## config.mk

```make
export PLATFORM = sky130hd
export DESIGN_NAME = sync_object_table
export DESIGN_NICKNAME = d
export VERILOG_FILES = /design/src/hw/rtl/sot_pkg.sv /design/src/hw/rtl/sot_front.sv /design/src/hw/rtl/sot_queue.sv /design/src/hw/rtl/sot_back.sv /design/src/hw/rtl/sync_object_table.sv
export SDC_FILE = /design/constraint.sdc
export NUM_CORES = 2
export LEC_CHECK = 0
export BUFFER_PORTS_ARGS = -buffer_cell sky130_fd_sc_hd__buf_2
export CAP_MARGIN = 40
export CORE_AREA = 2 2 429 431
export DETAILED_ROUTE_END_ITERATION = 12
export DIE_AREA = 0 0 431 433
export PLACE_DENSITY = 0.79
export SLEW_MARGIN = 20
export SYNTH_ARGS = -nofsm -noshare
export SYNTH_HDL_FRONTEND = slang
export SYNTH_SLANG_ARGS = --single-unit
```

## constraint.sdc

```tcl
create_clock -name i_clk -period 11 [get_ports i_clk]
set_clock_uncertainty 0.1 [all_clocks]
set_input_delay 0.55 -clock i_clk [delete_from_list [all_inputs] [get_ports i_clk]]
set_output_delay 0.55 -clock i_clk [all_outputs]
set_load 0.01 [all_outputs]
```

## src/hw/rtl/sot_pkg.sv

```systemverilog
package sot_pkg;

    // fixed field widths of the ports
    localparam int CMD_W    = 3;
    localparam int PID_W    = 5;
    localparam int OID_W    = 7;
    localparam int CNT_IN_W = 16;
    localparam int ST_W     = 3;
    localparam int KIND_W   = 2;

    // command codes
    localparam logic [CMD_W-1:0] CMD_NEW_PROC  = 3'd0;
    localparam logic [CMD_W-1:0] CMD_END_PROC  = 3'd1;
    localparam logic [CMD_W-1:0] CMD_NEW_MUTEX = 3'd2;
    localparam logic [CMD_W-1:0] CMD_NEW_SEM   = 3'd3;
    localparam logic [CMD_W-1:0] CMD_NEW_EVENT = 3'd4;
    localparam logic [CMD_W-1:0] CMD_WAIT      = 3'd5;
    localparam logic [CMD_W-1:0] CMD_RELEASE   = 3'd6;

    // object kinds
    localparam logic [KIND_W-1:0] KIND_NONE  = 2'd0;
    localparam logic [KIND_W-1:0] KIND_MUTEX = 2'd1;
    localparam logic [KIND_W-1:0] KIND_SEM   = 2'd2;
    localparam logic [KIND_W-1:0] KIND_EVENT = 2'd3;

    // result status codes
    localparam logic [ST_W-1:0] ST_DONE      = 3'd0;
    localparam logic [ST_W-1:0] ST_BAD_PROC  = 3'd1;
    localparam logic [ST_W-1:0] ST_BAD_OBJ   = 3'd2;
    localparam logic [ST_W-1:0] ST_REFUSED   = 3'd3;
    localparam logic [ST_W-1:0] ST_EXHAUSTED = 3'd4;

    // classified command as it travels through the queue
    typedef struct packed {
        logic [CMD_W-1:0]    cmd;
        logic [PID_W-1:0]    pid;
        logic [OID_W-1:0]    oid;
        logic                pid_in_range;
        logic                oid_in_range;
        logic [CNT_IN_W-1:0] init_count;
        logic [CNT_IN_W-1:0] max_count;
        logic                manual;
        logic                istate;
    } t_item;

    // queue fill status seen by both sides
    typedef struct packed {
        logic full;
        logic empty;
    } t_q_status;

endpackage

```

## src/hw/rtl/sot_front.sv

```systemverilog
module sot_front import sot_pkg::*; #(
    parameter int MAX_PROCESSES = 16,
    parameter int MAX_OBJECTS   = 64
) (
    input  logic                i_clk,
    input  logic                i_rst_n,
    input  logic                i_start,
    output logic                o_busy,
    input  logic [CMD_W-1:0]    i_cmd,
    input  logic [PID_W-1:0]    i_process_id,
    input  logic [OID_W-1:0]    i_object_id,
    input  logic [CNT_IN_W-1:0] i_initial_count,
    input  logic [CNT_IN_W-1:0] i_maximum_count,
    input  logic                i_manual_reset,
    input  logic                i_initial_state,
    input  t_q_status           i_q_stat,
    output logic                o_push,
    output t_item               o_item
);

    logic  r_vld;
    logic  n_vld;
    t_item r_item;
    t_item n_item;
    logic  accept;

    // hand the held item on whenever the queue has room
    assign o_push = r_vld && !i_q_stat.full;
    assign o_busy = r_vld && i_q_stat.full;
    assign accept = i_start && !o_busy;
    assign o_item = r_item;

    // classify: identifier range checks, no table state needed
    always_comb begin
        n_item.cmd          = i_cmd;
        n_item.pid          = i_process_id;
        n_item.oid          = i_object_id;
        n_item.pid_in_range = (i_process_id != '0) &&
                              (32'(i_process_id) <= 32'(MAX_PROCESSES));
        n_item.oid_in_range = (i_object_id != '0) &&
                              (32'(i_object_id) <= 32'(MAX_OBJECTS));
        n_item.init_count   = i_initial_count;
        n_item.max_count    = i_maximum_count;
        n_item.manual       = i_manual_reset;
        n_item.istate       = i_initial_state;
    end

    always_comb begin
        if (accept) begin
            n_vld = 1'b1;
        end else if (o_push) begin
            n_vld = 1'b0;
        end else begin
            n_vld = r_vld;
        end
    end

    // holding register
    always_ff @(posedge i_clk) begin
        if (!i_rst_n) begin
            r_vld <= 1'b0;
        end else begin
            r_vld <= n_vld;
        end
        if (accept) begin
            r_item <= n_item;
        end
    end

endmodule

```

## src/hw/rtl/sot_queue.sv

```systemverilog
module sot_queue import sot_pkg::*; (
    input  logic      i_clk,
    input  logic      i_rst_n,
    input  logic      i_push,
    input  t_item     i_item,
    input  logic      i_pop,
    output t_item     o_item,
    output t_q_status o_stat
);

    t_item      r_slot [2];
    logic       r_wr_ptr;
    logic       r_rd_ptr;
    logic [1:0] r_count;
    logic [1:0] n_count;

    assign o_item       = r_slot[r_rd_ptr];
    assign o_stat.full  = (r_count == 2'd2);
    assign o_stat.empty = (r_count == 2'd0);

    always_comb begin
        case ({i_push, i_pop})
            2'b10:   n_count = r_count + 2'd1;
            2'b01:   n_count = r_count - 2'd1;
            default: n_count = r_count;
        endcase
    end

    // two-entry fifo between front and back
    always_ff @(posedge i_clk) begin
        if (!i_rst_n) begin
            r_wr_ptr <= 1'b0;
            r_rd_ptr <= 1'b0;
            r_count  <= 2'd0;
        end else begin
            r_count <= n_count;
            if (i_push) begin
                r_wr_ptr <= !r_wr_ptr;
            end
            if (i_pop) begin
                r_rd_ptr <= !r_rd_ptr;
            end
        end
        if (i_push) begin
            r_slot[r_wr_ptr] <= i_item;
        end
    end

endmodule

```

## src/hw/rtl/sot_back.sv

```systemverilog
module sot_back import sot_pkg::*; #(
    parameter int MAX_PROCESSES = 16,
    parameter int MAX_OBJECTS   = 64,
    parameter int COUNT_WIDTH   = 16
) (
    input  logic             i_clk,
    input  logic             i_rst_n,
    input  t_q_status        i_q_stat,
    input  t_item            i_item,
    output logic             o_pop,
    output logic             o_valid,
    output logic             o_ok,
    output logic [ST_W-1:0]  o_status,
    output logic [OID_W-1:0] o_new_id
);

    localparam int PIDX_W = (MAX_PROCESSES > 1) ? $clog2(MAX_PROCESSES) : 1;
    localparam int OIDX_W = (MAX_OBJECTS > 1) ? $clog2(MAX_OBJECTS) : 1;
    localparam int NPW    = $clog2(MAX_PROCESSES + 2);
    localparam int NOW    = $clog2(MAX_OBJECTS + 2);

    localparam logic S_IDLE = 1'b0;
    localparam logic S_EXEC = 1'b1;

    typedef struct packed {
        logic [KIND_W-1:0]      kind;
        logic                   flag;
        logic                   manual;
        logic [PID_W-1:0]       owner;
        logic [COUNT_WIDTH-1:0] count;
        logic [COUNT_WIDTH-1:0] limit;
    } t_entry;

    logic                     r_state;
    t_item                    r_cur;
    t_entry                   r_rd;
    t_entry                   r_mem [MAX_OBJECTS];
    logic [MAX_PROCESSES-1:0] r_live;
    logic [NPW-1:0]           r_next_proc;
    logic [NOW-1:0]           r_next_obj;
    logic                     r_valid;
    logic                     r_ok;
    logic [ST_W-1:0]          r_status;
    logic [OID_W-1:0]         r_new_id;

    logic              n_ok;
    logic [ST_W-1:0]   n_status;
    logic [OID_W-1:0]  n_new_id;
    logic              we;
    logic [OIDX_W-1:0] wr_addr;
    t_entry            wr_data;
    logic              live_set;
    logic              live_clr;
    logic [PIDX_W-1:0] live_idx;
    logic              inc_proc;
    logic              inc_obj;
    logic              exec;

    logic [31:0]       rd_oid_m1;
    logic [OIDX_W-1:0] rd_addr;
    logic [31:0]       pid_m1;
    logic [31:0]       oid_m1;
    logic [31:0]       nproc_m1;
    logic [31:0]       nobj_m1;
    logic [31:0]       nproc_ext;
    logic [31:0]       nobj_ext;
    logic [31:0]       init_ext;
    logic [31:0]       max_ext;
    logic              proc_ok;
    logic              obj_ok;

    assign o_pop    = (r_state == S_IDLE) && !i_q_stat.empty;
    assign exec     = (r_state == S_EXEC);
    assign o_valid  = r_valid;
    assign o_ok     = r_ok;
    assign o_status = r_status;
    assign o_new_id = r_new_id;

    // slot lookups and identifier checks against live state
    assign rd_oid_m1 = 32'(i_item.oid) - 32'd1;
    assign rd_addr   = rd_oid_m1[OIDX_W-1:0];
    assign pid_m1    = 32'(r_cur.pid) - 32'd1;
    assign oid_m1    = 32'(r_cur.oid) - 32'd1;
    assign nproc_ext = 32'(r_next_proc);
    assign nobj_ext  = 32'(r_next_obj);
    assign nproc_m1  = nproc_ext - 32'd1;
    assign nobj_m1   = nobj_ext - 32'd1;
    assign init_ext  = 32'(r_cur.init_count);
    assign max_ext   = 32'(r_cur.max_count);
    assign proc_ok   = r_cur.pid_in_range && r_live[pid_m1[PIDX_W-1:0]];
    // objects are handed out in order and never freed
    assign obj_ok    = r_cur.oid_in_range && (32'(r_cur.oid) < nobj_ext);

    // execute one command on the entry read in the previous cycle
    always_comb begin
        n_ok     = 1'b0;
        n_status = ST_REFUSED;
        n_new_id = '0;
        we       = 1'b0;
        wr_addr  = oid_m1[OIDX_W-1:0];
        wr_data  = r_rd;
        live_set = 1'b0;
        live_clr = 1'b0;
        live_idx = pid_m1[PIDX_W-1:0];
        inc_proc = 1'b0;
        inc_obj  = 1'b0;
        case (r_cur.cmd)
            CMD_NEW_PROC: begin
                if (nproc_ext > 32'(MAX_PROCESSES)) begin
                    n_status = ST_EXHAUSTED;
                end else begin
                    live_set = 1'b1;
                    live_idx = nproc_m1[PIDX_W-1:0];
                    inc_proc = 1'b1;
                    n_ok     = 1'b1;
                    n_status = ST_DONE;
                    n_new_id = nproc_ext[OID_W-1:0];
                end
            end
            CMD_END_PROC: begin
                if (!proc_ok) begin
                    n_status = ST_BAD_PROC;
                end else begin
                    live_clr = 1'b1;
                    n_ok     = 1'b1;
                    n_status = ST_DONE;
                end
            end
            CMD_NEW_MUTEX, CMD_NEW_SEM, CMD_NEW_EVENT: begin
                if (!proc_ok) begin
                    n_status = ST_BAD_PROC;
                end else if (nobj_ext > 32'(MAX_OBJECTS)) begin
                    n_status = ST_EXHAUSTED;
                end else begin
                    we             = 1'b1;
                    wr_addr        = nobj_m1[OIDX_W-1:0];
                    wr_data.kind   = KIND_MUTEX;
                    wr_data.flag   = 1'b0;
                    wr_data.manual = 1'b0;
                    wr_data.owner  = '0;
                    wr_data.count  = '0;
                    wr_data.limit  = '0;
                    if (r_cur.cmd == CMD_NEW_SEM) begin
                        wr_data.kind  = KIND_SEM;
                        wr_data.count = init_ext[COUNT_WIDTH-1:0];
                        wr_data.limit = max_ext[COUNT_WIDTH-1:0];
                    end else if (r_cur.cmd == CMD_NEW_EVENT) begin
                        wr_data.kind   = KIND_EVENT;
                        wr_data.flag   = r_cur.istate;
                        wr_data.manual = r_cur.manual;
                    end
                    inc_obj  = 1'b1;
                    n_ok     = 1'b1;
                    n_status = ST_DONE;
                    n_new_id = nobj_ext[OID_W-1:0];
                end
            end
            CMD_WAIT, CMD_RELEASE: begin
                if (!proc_ok) begin
                    n_status = ST_BAD_PROC;
                end else if (!obj_ok) begin
                    n_status = ST_BAD_OBJ;
                end else begin
                    case (r_rd.kind)
                        KIND_MUTEX: begin
                            if (r_cur.cmd == CMD_WAIT) begin
                                if (!r_rd.flag) begin
                                    wr_data.flag  = 1'b1;
                                    wr_data.owner = r_cur.pid;
                                    n_ok          = 1'b1;
                                end
                            end else if (r_rd.flag && (r_rd.owner == r_cur.pid)) begin
                                wr_data.flag  = 1'b0;
                                wr_data.owner = '0;
                                n_ok          = 1'b1;
                            end
                        end
                        KIND_SEM: begin
                            if (r_cur.cmd == CMD_WAIT) begin
                                if (r_rd.count != '0) begin
                                    wr_data.count = r_rd.count - COUNT_WIDTH'(1);
                                    n_ok          = 1'b1;
                                end
                            end else if (r_rd.count < r_rd.limit) begin
                                wr_data.count = r_rd.count + COUNT_WIDTH'(1);
                                n_ok          = 1'b1;
                            end
                        end
                        default: begin
                            if (r_cur.cmd == CMD_WAIT) begin
                                if (r_rd.flag) begin
                                    if (!r_rd.manual) begin
                                        wr_data.flag = 1'b0;
                                    end
                                    n_ok = 1'b1;
                                end
                            end else begin
                                wr_data.flag = 1'b1;
                                n_ok         = 1'b1;
                            end
                        end
                    endcase
                    we       = n_ok;
                    n_status = n_ok ? ST_DONE : ST_REFUSED;
                end
            end
            default: begin
                n_status = ST_REFUSED;
            end
        endcase
    end

    // sequencer, process bitmap, identifier counters and result register
    always_ff @(posedge i_clk) begin
        if (!i_rst_n) begin
            r_state     <= S_IDLE;
            r_live      <= '0;
            r_next_proc <= NPW'(1);
            r_next_obj  <= NOW'(1);
            r_valid     <= 1'b0;
        end else begin
            r_valid <= exec;
            if (o_pop) begin
                r_state <= S_EXEC;
            end else if (exec) begin
                r_state <= S_IDLE;
            end
            if (exec && live_set) begin
                r_live[live_idx] <= 1'b1;
            end
            if (exec && live_clr) begin
                r_live[live_idx] <= 1'b0;
            end
            if (exec && inc_proc) begin
                r_next_proc <= r_next_proc + NPW'(1);
            end
            if (exec && inc_obj) begin
                r_next_obj <= r_next_obj + NOW'(1);
            end
        end
        if (o_pop) begin
            r_cur <= i_item;
        end
        if (exec) begin
            r_ok     <= n_ok;
            r_status <= n_status;
            r_new_id <= n_new_id;
        end
    end

    // object store: read on transfer from the queue, write on execute
    always_ff @(posedge i_clk) begin
        if (o_pop) begin
            r_rd <= r_mem[rd_addr];
        end
        if (exec && we) begin
            r_mem[wr_addr] <= wr_data;
        end
    end

endmodule

```

## src/hw/rtl/sync_object_table.sv

```systemverilog
// channel   | ports                                           | handshake
// ----------+-------------------------------------------------+-----------------------
// command   | i_cmd i_process_id i_object_id i_initial_count  | start high, busy low
//           | i_maximum_count i_manual_reset i_initial_state  |
// result    | o_ok o_status o_new_id                          | o_valid, one cycle
//
// the front takes one command per cycle, while busy is low, into a two-entry queue; busy
// is high only while the front register and the queue are both full.
// the back handles each command in two steps (store read, then write and result) and
// pops the next one from the queue only after the last has executed.
// synchronous reset clears the process bitmap and sets both identifier counters to one.
// the receiver cannot stall: each result is on the ports for one cycle only.
module sync_object_table import sot_pkg::*; #(
    parameter int MAX_PROCESSES = 16,
    parameter int MAX_OBJECTS   = 64,
    parameter int COUNT_WIDTH   = 16
) (
    input  logic                i_clk,
    input  logic                i_rst_n,
    input  logic                start,
    output logic                busy,
    input  logic [CMD_W-1:0]    i_cmd,
    input  logic [PID_W-1:0]    i_process_id,
    input  logic [OID_W-1:0]    i_object_id,
    input  logic [CNT_IN_W-1:0] i_initial_count,
    input  logic [CNT_IN_W-1:0] i_maximum_count,
    input  logic                i_manual_reset,
    input  logic                i_initial_state,
    output logic                o_valid,
    output logic                o_ok,
    output logic [ST_W-1:0]     o_status,
    output logic [OID_W-1:0]    o_new_id
);

    t_q_status q_stat;
    t_item     front_item;
    t_item     q_item;
    logic      push;
    logic      pop;

    // accept and classify
    sot_front #(
        .MAX_PROCESSES (MAX_PROCESSES),
        .MAX_OBJECTS   (MAX_OBJECTS)
    ) u_front (
        .i_clk           (i_clk),
        .i_rst_n         (i_rst_n),
        .i_start         (start),
        .o_busy          (busy),
        .i_cmd           (i_cmd),
        .i_process_id    (i_process_id),
        .i_object_id     (i_object_id),
        .i_initial_count (i_initial_count),
        .i_maximum_count (i_maximum_count),
        .i_manual_reset  (i_manual_reset),
        .i_initial_state (i_initial_state),
        .i_q_stat        (q_stat),
        .o_push          (push),
        .o_item          (front_item)
    );

    // decoupling queue
    sot_queue u_queue (
        .i_clk   (i_clk),
        .i_rst_n (i_rst_n),
        .i_push  (push),
        .i_item  (front_item),
        .i_pop   (pop),
        .o_item  (q_item),
        .o_stat  (q_stat)
    );

    // execute against the tables
    sot_back #(
        .MAX_PROCESSES (MAX_PROCESSES),
        .MAX_OBJECTS   (MAX_OBJECTS),
        .COUNT_WIDTH   (COUNT_WIDTH)
    ) u_back (
        .i_clk    (i_clk),
        .i_rst_n  (i_rst_n),
        .i_q_stat (q_stat),
        .i_item   (q_item),
        .o_pop    (pop),
        .o_valid  (o_valid),
        .o_ok     (o_ok),
        .o_status (o_status),
        .o_new_id (o_new_id)
    );

endmodule

```

### Yosys cells after proc, flatten, opt, wreduce, memory -nomap -nowiden

Memories as Yosys holds them, arrays and structs flattened. A register that Yosys moved wholly into a read port is not among the register bits.
Index checks and enable logic that the tools add are counted.

* word-level logic and storage cells: 182
* input port bits: 52
* flip-flop bits (word level): 148
* memories: 2
* output and inout port bits: 13
* bits in writable memories: 2726

* bitwise logic cells: 4
* add/sub/neg operators: 11
* eq/ne operators: 12
* magnitude comparators: 9
* reductions and logical operators: 28
* mux-type cells: 86

Memories
* u_back.r_mem: words 64, bits a word 41, read ports 1, clocked after Yosys merged registers in 1, wr ports 1, line sot_back.sv:37 `t_entry r_mem [MAX_OBJECTS];`
* u_queue.r_slot: words 2, bits a word 51, read ports 1, clocked after Yosys merged registers in 1, wr ports 1, line sot_queue.sv:11 `t_item r_slot [2];`

Operators by type and width (number)
* $mux 16: 8
* $mux 41: 2
* $mux 21: 2
* $pmux 21 s2: 1
* $mux 1: 40
* $mux 32: 1
* $mux 5: 5
* $mux 6: 3
* $sub 6x1->6 const B: 3
* $add 16x1->16 const B: 1
* $and 16x16->16: 1
* $lt 16x16->1: 1
* $not 16->16: 1
* $or 16x16->16: 1
* $reduce_bool 16->1: 1
* $sub 16x1->16 const B: 1
* $mux 3: 5
* $logic_and 1x1->1: 14
* $mux 7: 2
* $pmux 7 s2: 1
* $mux 4: 3
* $pmux 3 s4: 1
* $lt 4x5->1 const B: 2
* $eq 3x3->1 const B: 3
* 31 further kinds: 47

### Longest topological paths before layout

* depth in word-level cells: 14
* gate-level depth with buffers: 16
* gate-level depth less buffers: 9

### By module

Synthesis repeated with hierarchy kept, for this count alone.

* cells, all modules: 4984
* area, all modules: 112997.1 um^2

Modules (own cells, without submodules)
* sot_back: sequential area each 82489.1 um^2, cells an instance 4742, instances 1, area an instance 107490.6 um^2
* sot_queue: sequential area each 3163.0 um^2, cells an instance 181, instances 1, area an instance 3883.7 um^2
* sot_front: sequential area each 1551.5 um^2, cells an instance 61, instances 1, area an instance 1622.8 um^2

### Worst setup path before layout

Ideal clock, no wire load.

* path kind: register to register
* start point: register u_back.r_cur[43] in the netlist's numbering
* end point: memory u_back.r_mem[46][0] in the netlist's numbering (enable)
* path slack: 3259 ps
* required time: 10344 ps
* arrival: 7085 ps
* library setup time: 556 ps
* clock period less this slack: 7741 ps
* stages on the path, launching flop included: 14
* path buffers: 4
* path through: edfxtp_1 -> buf_6 -> inv_1 -> ha_1 -> clkbuf_1 -> mux4_2 -> mux2_2 -> mux2_2 -> nand4_1 -> buf_6 -> mux2i_2 -> nand2b_1 -> clkbuf_1 -> nor4b_1

* word-level cells in the longest chain between the ends: 14
* elaborated cells between the ends (all ways): 21
* those cells by class: add/sub (1); eq/ne (1); mux (16); reduce/logical (3)

RTL lines
* from (decl): line sot_back.sv:35 `t_item r_cur;`
* from (signal assigned): line sot_back.sv:242 `r_cur <= i_item;`
* $eq 5x5->1: line sot_back.sv:172 `end else if (r_rd.flag && (r_rd.owner == r_cur.pid)) begin`
* $logic_and 1x1->1: line sot_back.sv:172
* $mux 1: line sot_back.sv:172
* $mux 1: line sot_back.sv:166 `if (r_cur.cmd == CMD_WAIT) begin`
* $pmux 1 s2: line sot_back.sv:164 `case (r_rd.kind)`
* $mux 1: line sot_back.sv:161 `end else if (!obj_ok) begin`
* $mux 1: line sot_back.sv:159 `if (!proc_ok) begin`
* $mux 1: line sot_back.sv:107 `case (r_cur.cmd)`
* $mux 1: line sot_back.sv:161
* $mux 1: line sot_back.sv:159
* $pmux 1 s2: line sot_back.sv:107
* $logic_and 1x1->1: line sot_back.sv:256 `if (exec && we) begin`
* $mux 1: line sot_back.sv:256
* $mux 1 (implied by the code): line sot_back.sv:257 `r_mem[wr_addr] <= wr_data;`
* to (decl): line sot_back.sv:37

Parallel ways exist; a longest one is shown, timed or not. The select of a mux whose other input is x is not followed.

==> flow_metrics.env <==
export IMPL_outcome="complete, no violations"
export IMPL_end_kind="flop"
export IMPL_worstPathRequired_ns=11.50
export IMPL_power_density_mw_per_mm2=263
export IMPL_drive_gt1_share_pct=26.5
export IMPL_grt_max_degree=108
export IMPL_path_cells="buf_4 -> mux2i_4 -> buf_12 -> buf_12 -> buf_4 -> buf_4 -> mux4_2 -> nor2b_1 -> a211oi_1 -> a211oi_1 -> a211oi_1 -> a21oi_1"
export IMPL_met3_usage_pct=9.42
export IMPL_antenna_found_initial=17
export IMPL_fp_dieW_um=431
export IMPL_root_buffer="clkbuf_16"
export IMPL_io_pins=65
export IMPL_cap_violations=0
export IMPL_most_common_layout_cells="edfxtp_1, mux4_2, clkbuf_16"
export IMPL_fin_hold_ws_ns=0.222
export IMPL_grt_overflow=0
export IMPL_worstPathMaxFanout=88
export IMPL_worstPathArrival_ns=7.28
export IMPL_insertion_delay_ns=0.98
export IMPL_pre_cts_ws_ns=4.30
export IMPL_clk_pin_slew_worst_paths_ns=0.06
export IMPL_grt_most_used_layer="met2"
export IMPL_synth_top_area_share_pct=75.9
export IMPL_tns_ns=0
export IMPL_utilization_pct=70.8
export IMPL_synth_top_area_cell="edfxtp_1"
export IMPL_routabilityCongestion=0.907
export IMPL_die_area_sq_mm=0.187
export IMPL_synth_area_sq_mm=0.114
export IMPL_cts_resized=0
export IMPL_syn2layout_area_growth_pct=13.3
export IMPL_synth_edf_count=2880
export IMPL_synth_area_leaders="edfxtp_1, mux4_2, mux2i_1"
export IMPL_postSynthCellCount=5386
export IMPL_io_buffer_count=64
export IMPL_drc=0
export IMPL_ys_seq_area_share_pct=76.6
export IMPL_vias=61500
export IMPL_initial_core_util_pct=62.6
export IMPL_core_area_sq_mm=0.182
export IMPL_cts_tree="built"
export IMPL_dr_pass1_iters=6
export IMPL_htreeDepth=5
export IMPL_setup_slack_ns=4.21
export IMPL_finalHoldViolations=0
export IMPL_drt_iter0_markers=11200
export IMPL_cts_max_path_buffers=4
export IMPL_grt_use_total_pct=33.8
export IMPL_final_common_cell="edfxtp_1"
export IMPL_slew_viol_final=0
export IMPL_p_leak_nw=40.8
export IMPL_yosys_warnings=0
export IMPL_fillers=9799
export IMPL_fmax_mhz=147
export IMPL_critPathKind="flop to flop"
export IMPL_antenna_left=0
export IMPL_setup_viol=0
export IMPL_use_met2_pct=52.3
export IMPL_synth_distinct_cells=73
export IMPL_cts_buffers=296
export IMPL_std_cell_rows=157
export IMPL_ys_ff_latch=2916
export IMPL_synthArstFlopShare_pct=0
export IMPL_routedWlPerCell_um=38.1
export IMPL_cts_sinks=2916
export IMPL_met1_usage_pct=44.1
export IMPL_worst_pin_slew_ns=0.946
export IMPL_routed_wl_mm=318
export IMPL_post_route_period_util_pct=61.7
export IMPL_die_h_um=433
export IMPL_cp_top_family="buffers and inverters"
export IMPL_vdd_ir_drop_max_v=0.000387
export IMPL_cpMaxStageDelayCell="a211oi_1"
export IMPL_synth_ff_type="edfxtp_1"
export IMPL_hp_class="input port to flop"
export IMPL_relSlewSlack_pct=36.9
export IMPL_viasPerCell=7.37
export IMPL_critPathBufInv=5
export IMPL_synth_avg_cell_area_sq_um=21.1
export IMPL_start_kind="flop"
export IMPL_hpwl_mm=161
export IMPL_syn_num_nets=5473
export IMPL_cpPeakStageDelay_ns=0.79
export IMPL_rsz0062_at_grt="no"
export IMPL_grt_pass1_vias=60600
export IMPL_finalNetCount=5829
export IMPL_grt_pass1_wl_mm=442
export IMPL_fin_crit_ns=6.79
export IMPL_diodes=0
## final timing paths
path	end	slack, ns	depth (start not counted)	from
setup reg to reg	u_back.r_rd[23]	4.21	12	flop
setup / recovery	u_back.r_rd[23]	4.21	12	flop
hold reg to reg	u_queue.r_slot[1][4]	0.34	0	u_front.o_item[4]
hold / removal	u_front.o_item[25]	0.22	2	i_initial_count[7]
## layer usage
metal | share of wire, % | vias to the layer above
met5 | 0.028 | -
met1 | 33 | 31300
met3 | 14 | 1096
met2 | 47 | 5774
li1 | - | 23300
met4 | 6.4 | 14
## what timing repair did
action | 4_1_cts | 5_1_grt
hold buffers | 51 | 0
setup buffers | 0 | 0
endpoints found under the hold margin | 54 | 0
## layout make-up
cell class	count	area (sq um)	share of cell area (%)
clock buffer	368	7760	6.02
timing repair buffer	379	3640	2.82
clock inverter	140	1150	0.895
tap	2385	2980	2.31
multi-input combinational	2101	26100	20.2
inverter	48	180	0.140
sequential	2916	87200	67.6
## Yosys cell counts, types with 25 or more instances
cell type  instances
dfxtp_1           36
xnor2_1           25
mux4_2           660
nand3_1           43
nor2b_1          154
nor2_1            71
a21oi_1          191
o21ai_0           50
buf_2             92
edfxtp_1        2880
ha_1              35
clkbuf_1         209
mux2_2            70
nand2_1           70
mux2i_1          186
nor3_1            58
inv_1             48
nor4_1            32
a211oi_1         224
## flip-flops by register name, indices dropped and copies added (netlist names), 2 cells and up, named ones only
signal	count
u_back.max_ext	16
u_queue.r_slot	102
u_back.r_next_proc	5
u_back.r_rd	41
u_back.init_ext	16
u_back.r_cur	19
u_back.o_status	3
u_front.o_item	51
u_back.r_live	16
u_queue.r_count	2
u_back.o_new_id	7
u_back.r_mem	2624
u_back.r_next_obj	7
## power by group
| group | internal (mW) | total [mW] | switching, mW |
|---|---|---|---|
| clock | 5.44 | 9.62 | 4.19 |
| sequential | 14.3 | 14.6 | 0.300 |
| combinational | 2.92 | 9.65 | 6.73 |
| total | 22.7 | 33.9 | 11.2 |
## logic make-up after synthesis
| kind of cell | synth area share, % |
|---|---|
| adders and majority gates | 0.384 |
| DFF | 76.6 |
| xor gates and xnor gates | 0.300 |
| muxes | 15.4 |
| AOI/OAI and AO/OA | 3.36 |
| buffers and inverters | 1.34 |
| and+or+nand+nor | 2.64 |
## per-stage QoR
step / power, mW / std cells / area (sq um)
floorplan: 20.1 / 5386 / 114000
global placement: 23.4 / 7700 / 118000
detailed placement: 23.8 / 7749 / 119000
CTS: 33.4 / 8308 / 129000
global route: 34.5 / 8337 / 129000
finish: 33.9 / 8337 / 129000
(Power assumes the default switching activity.)
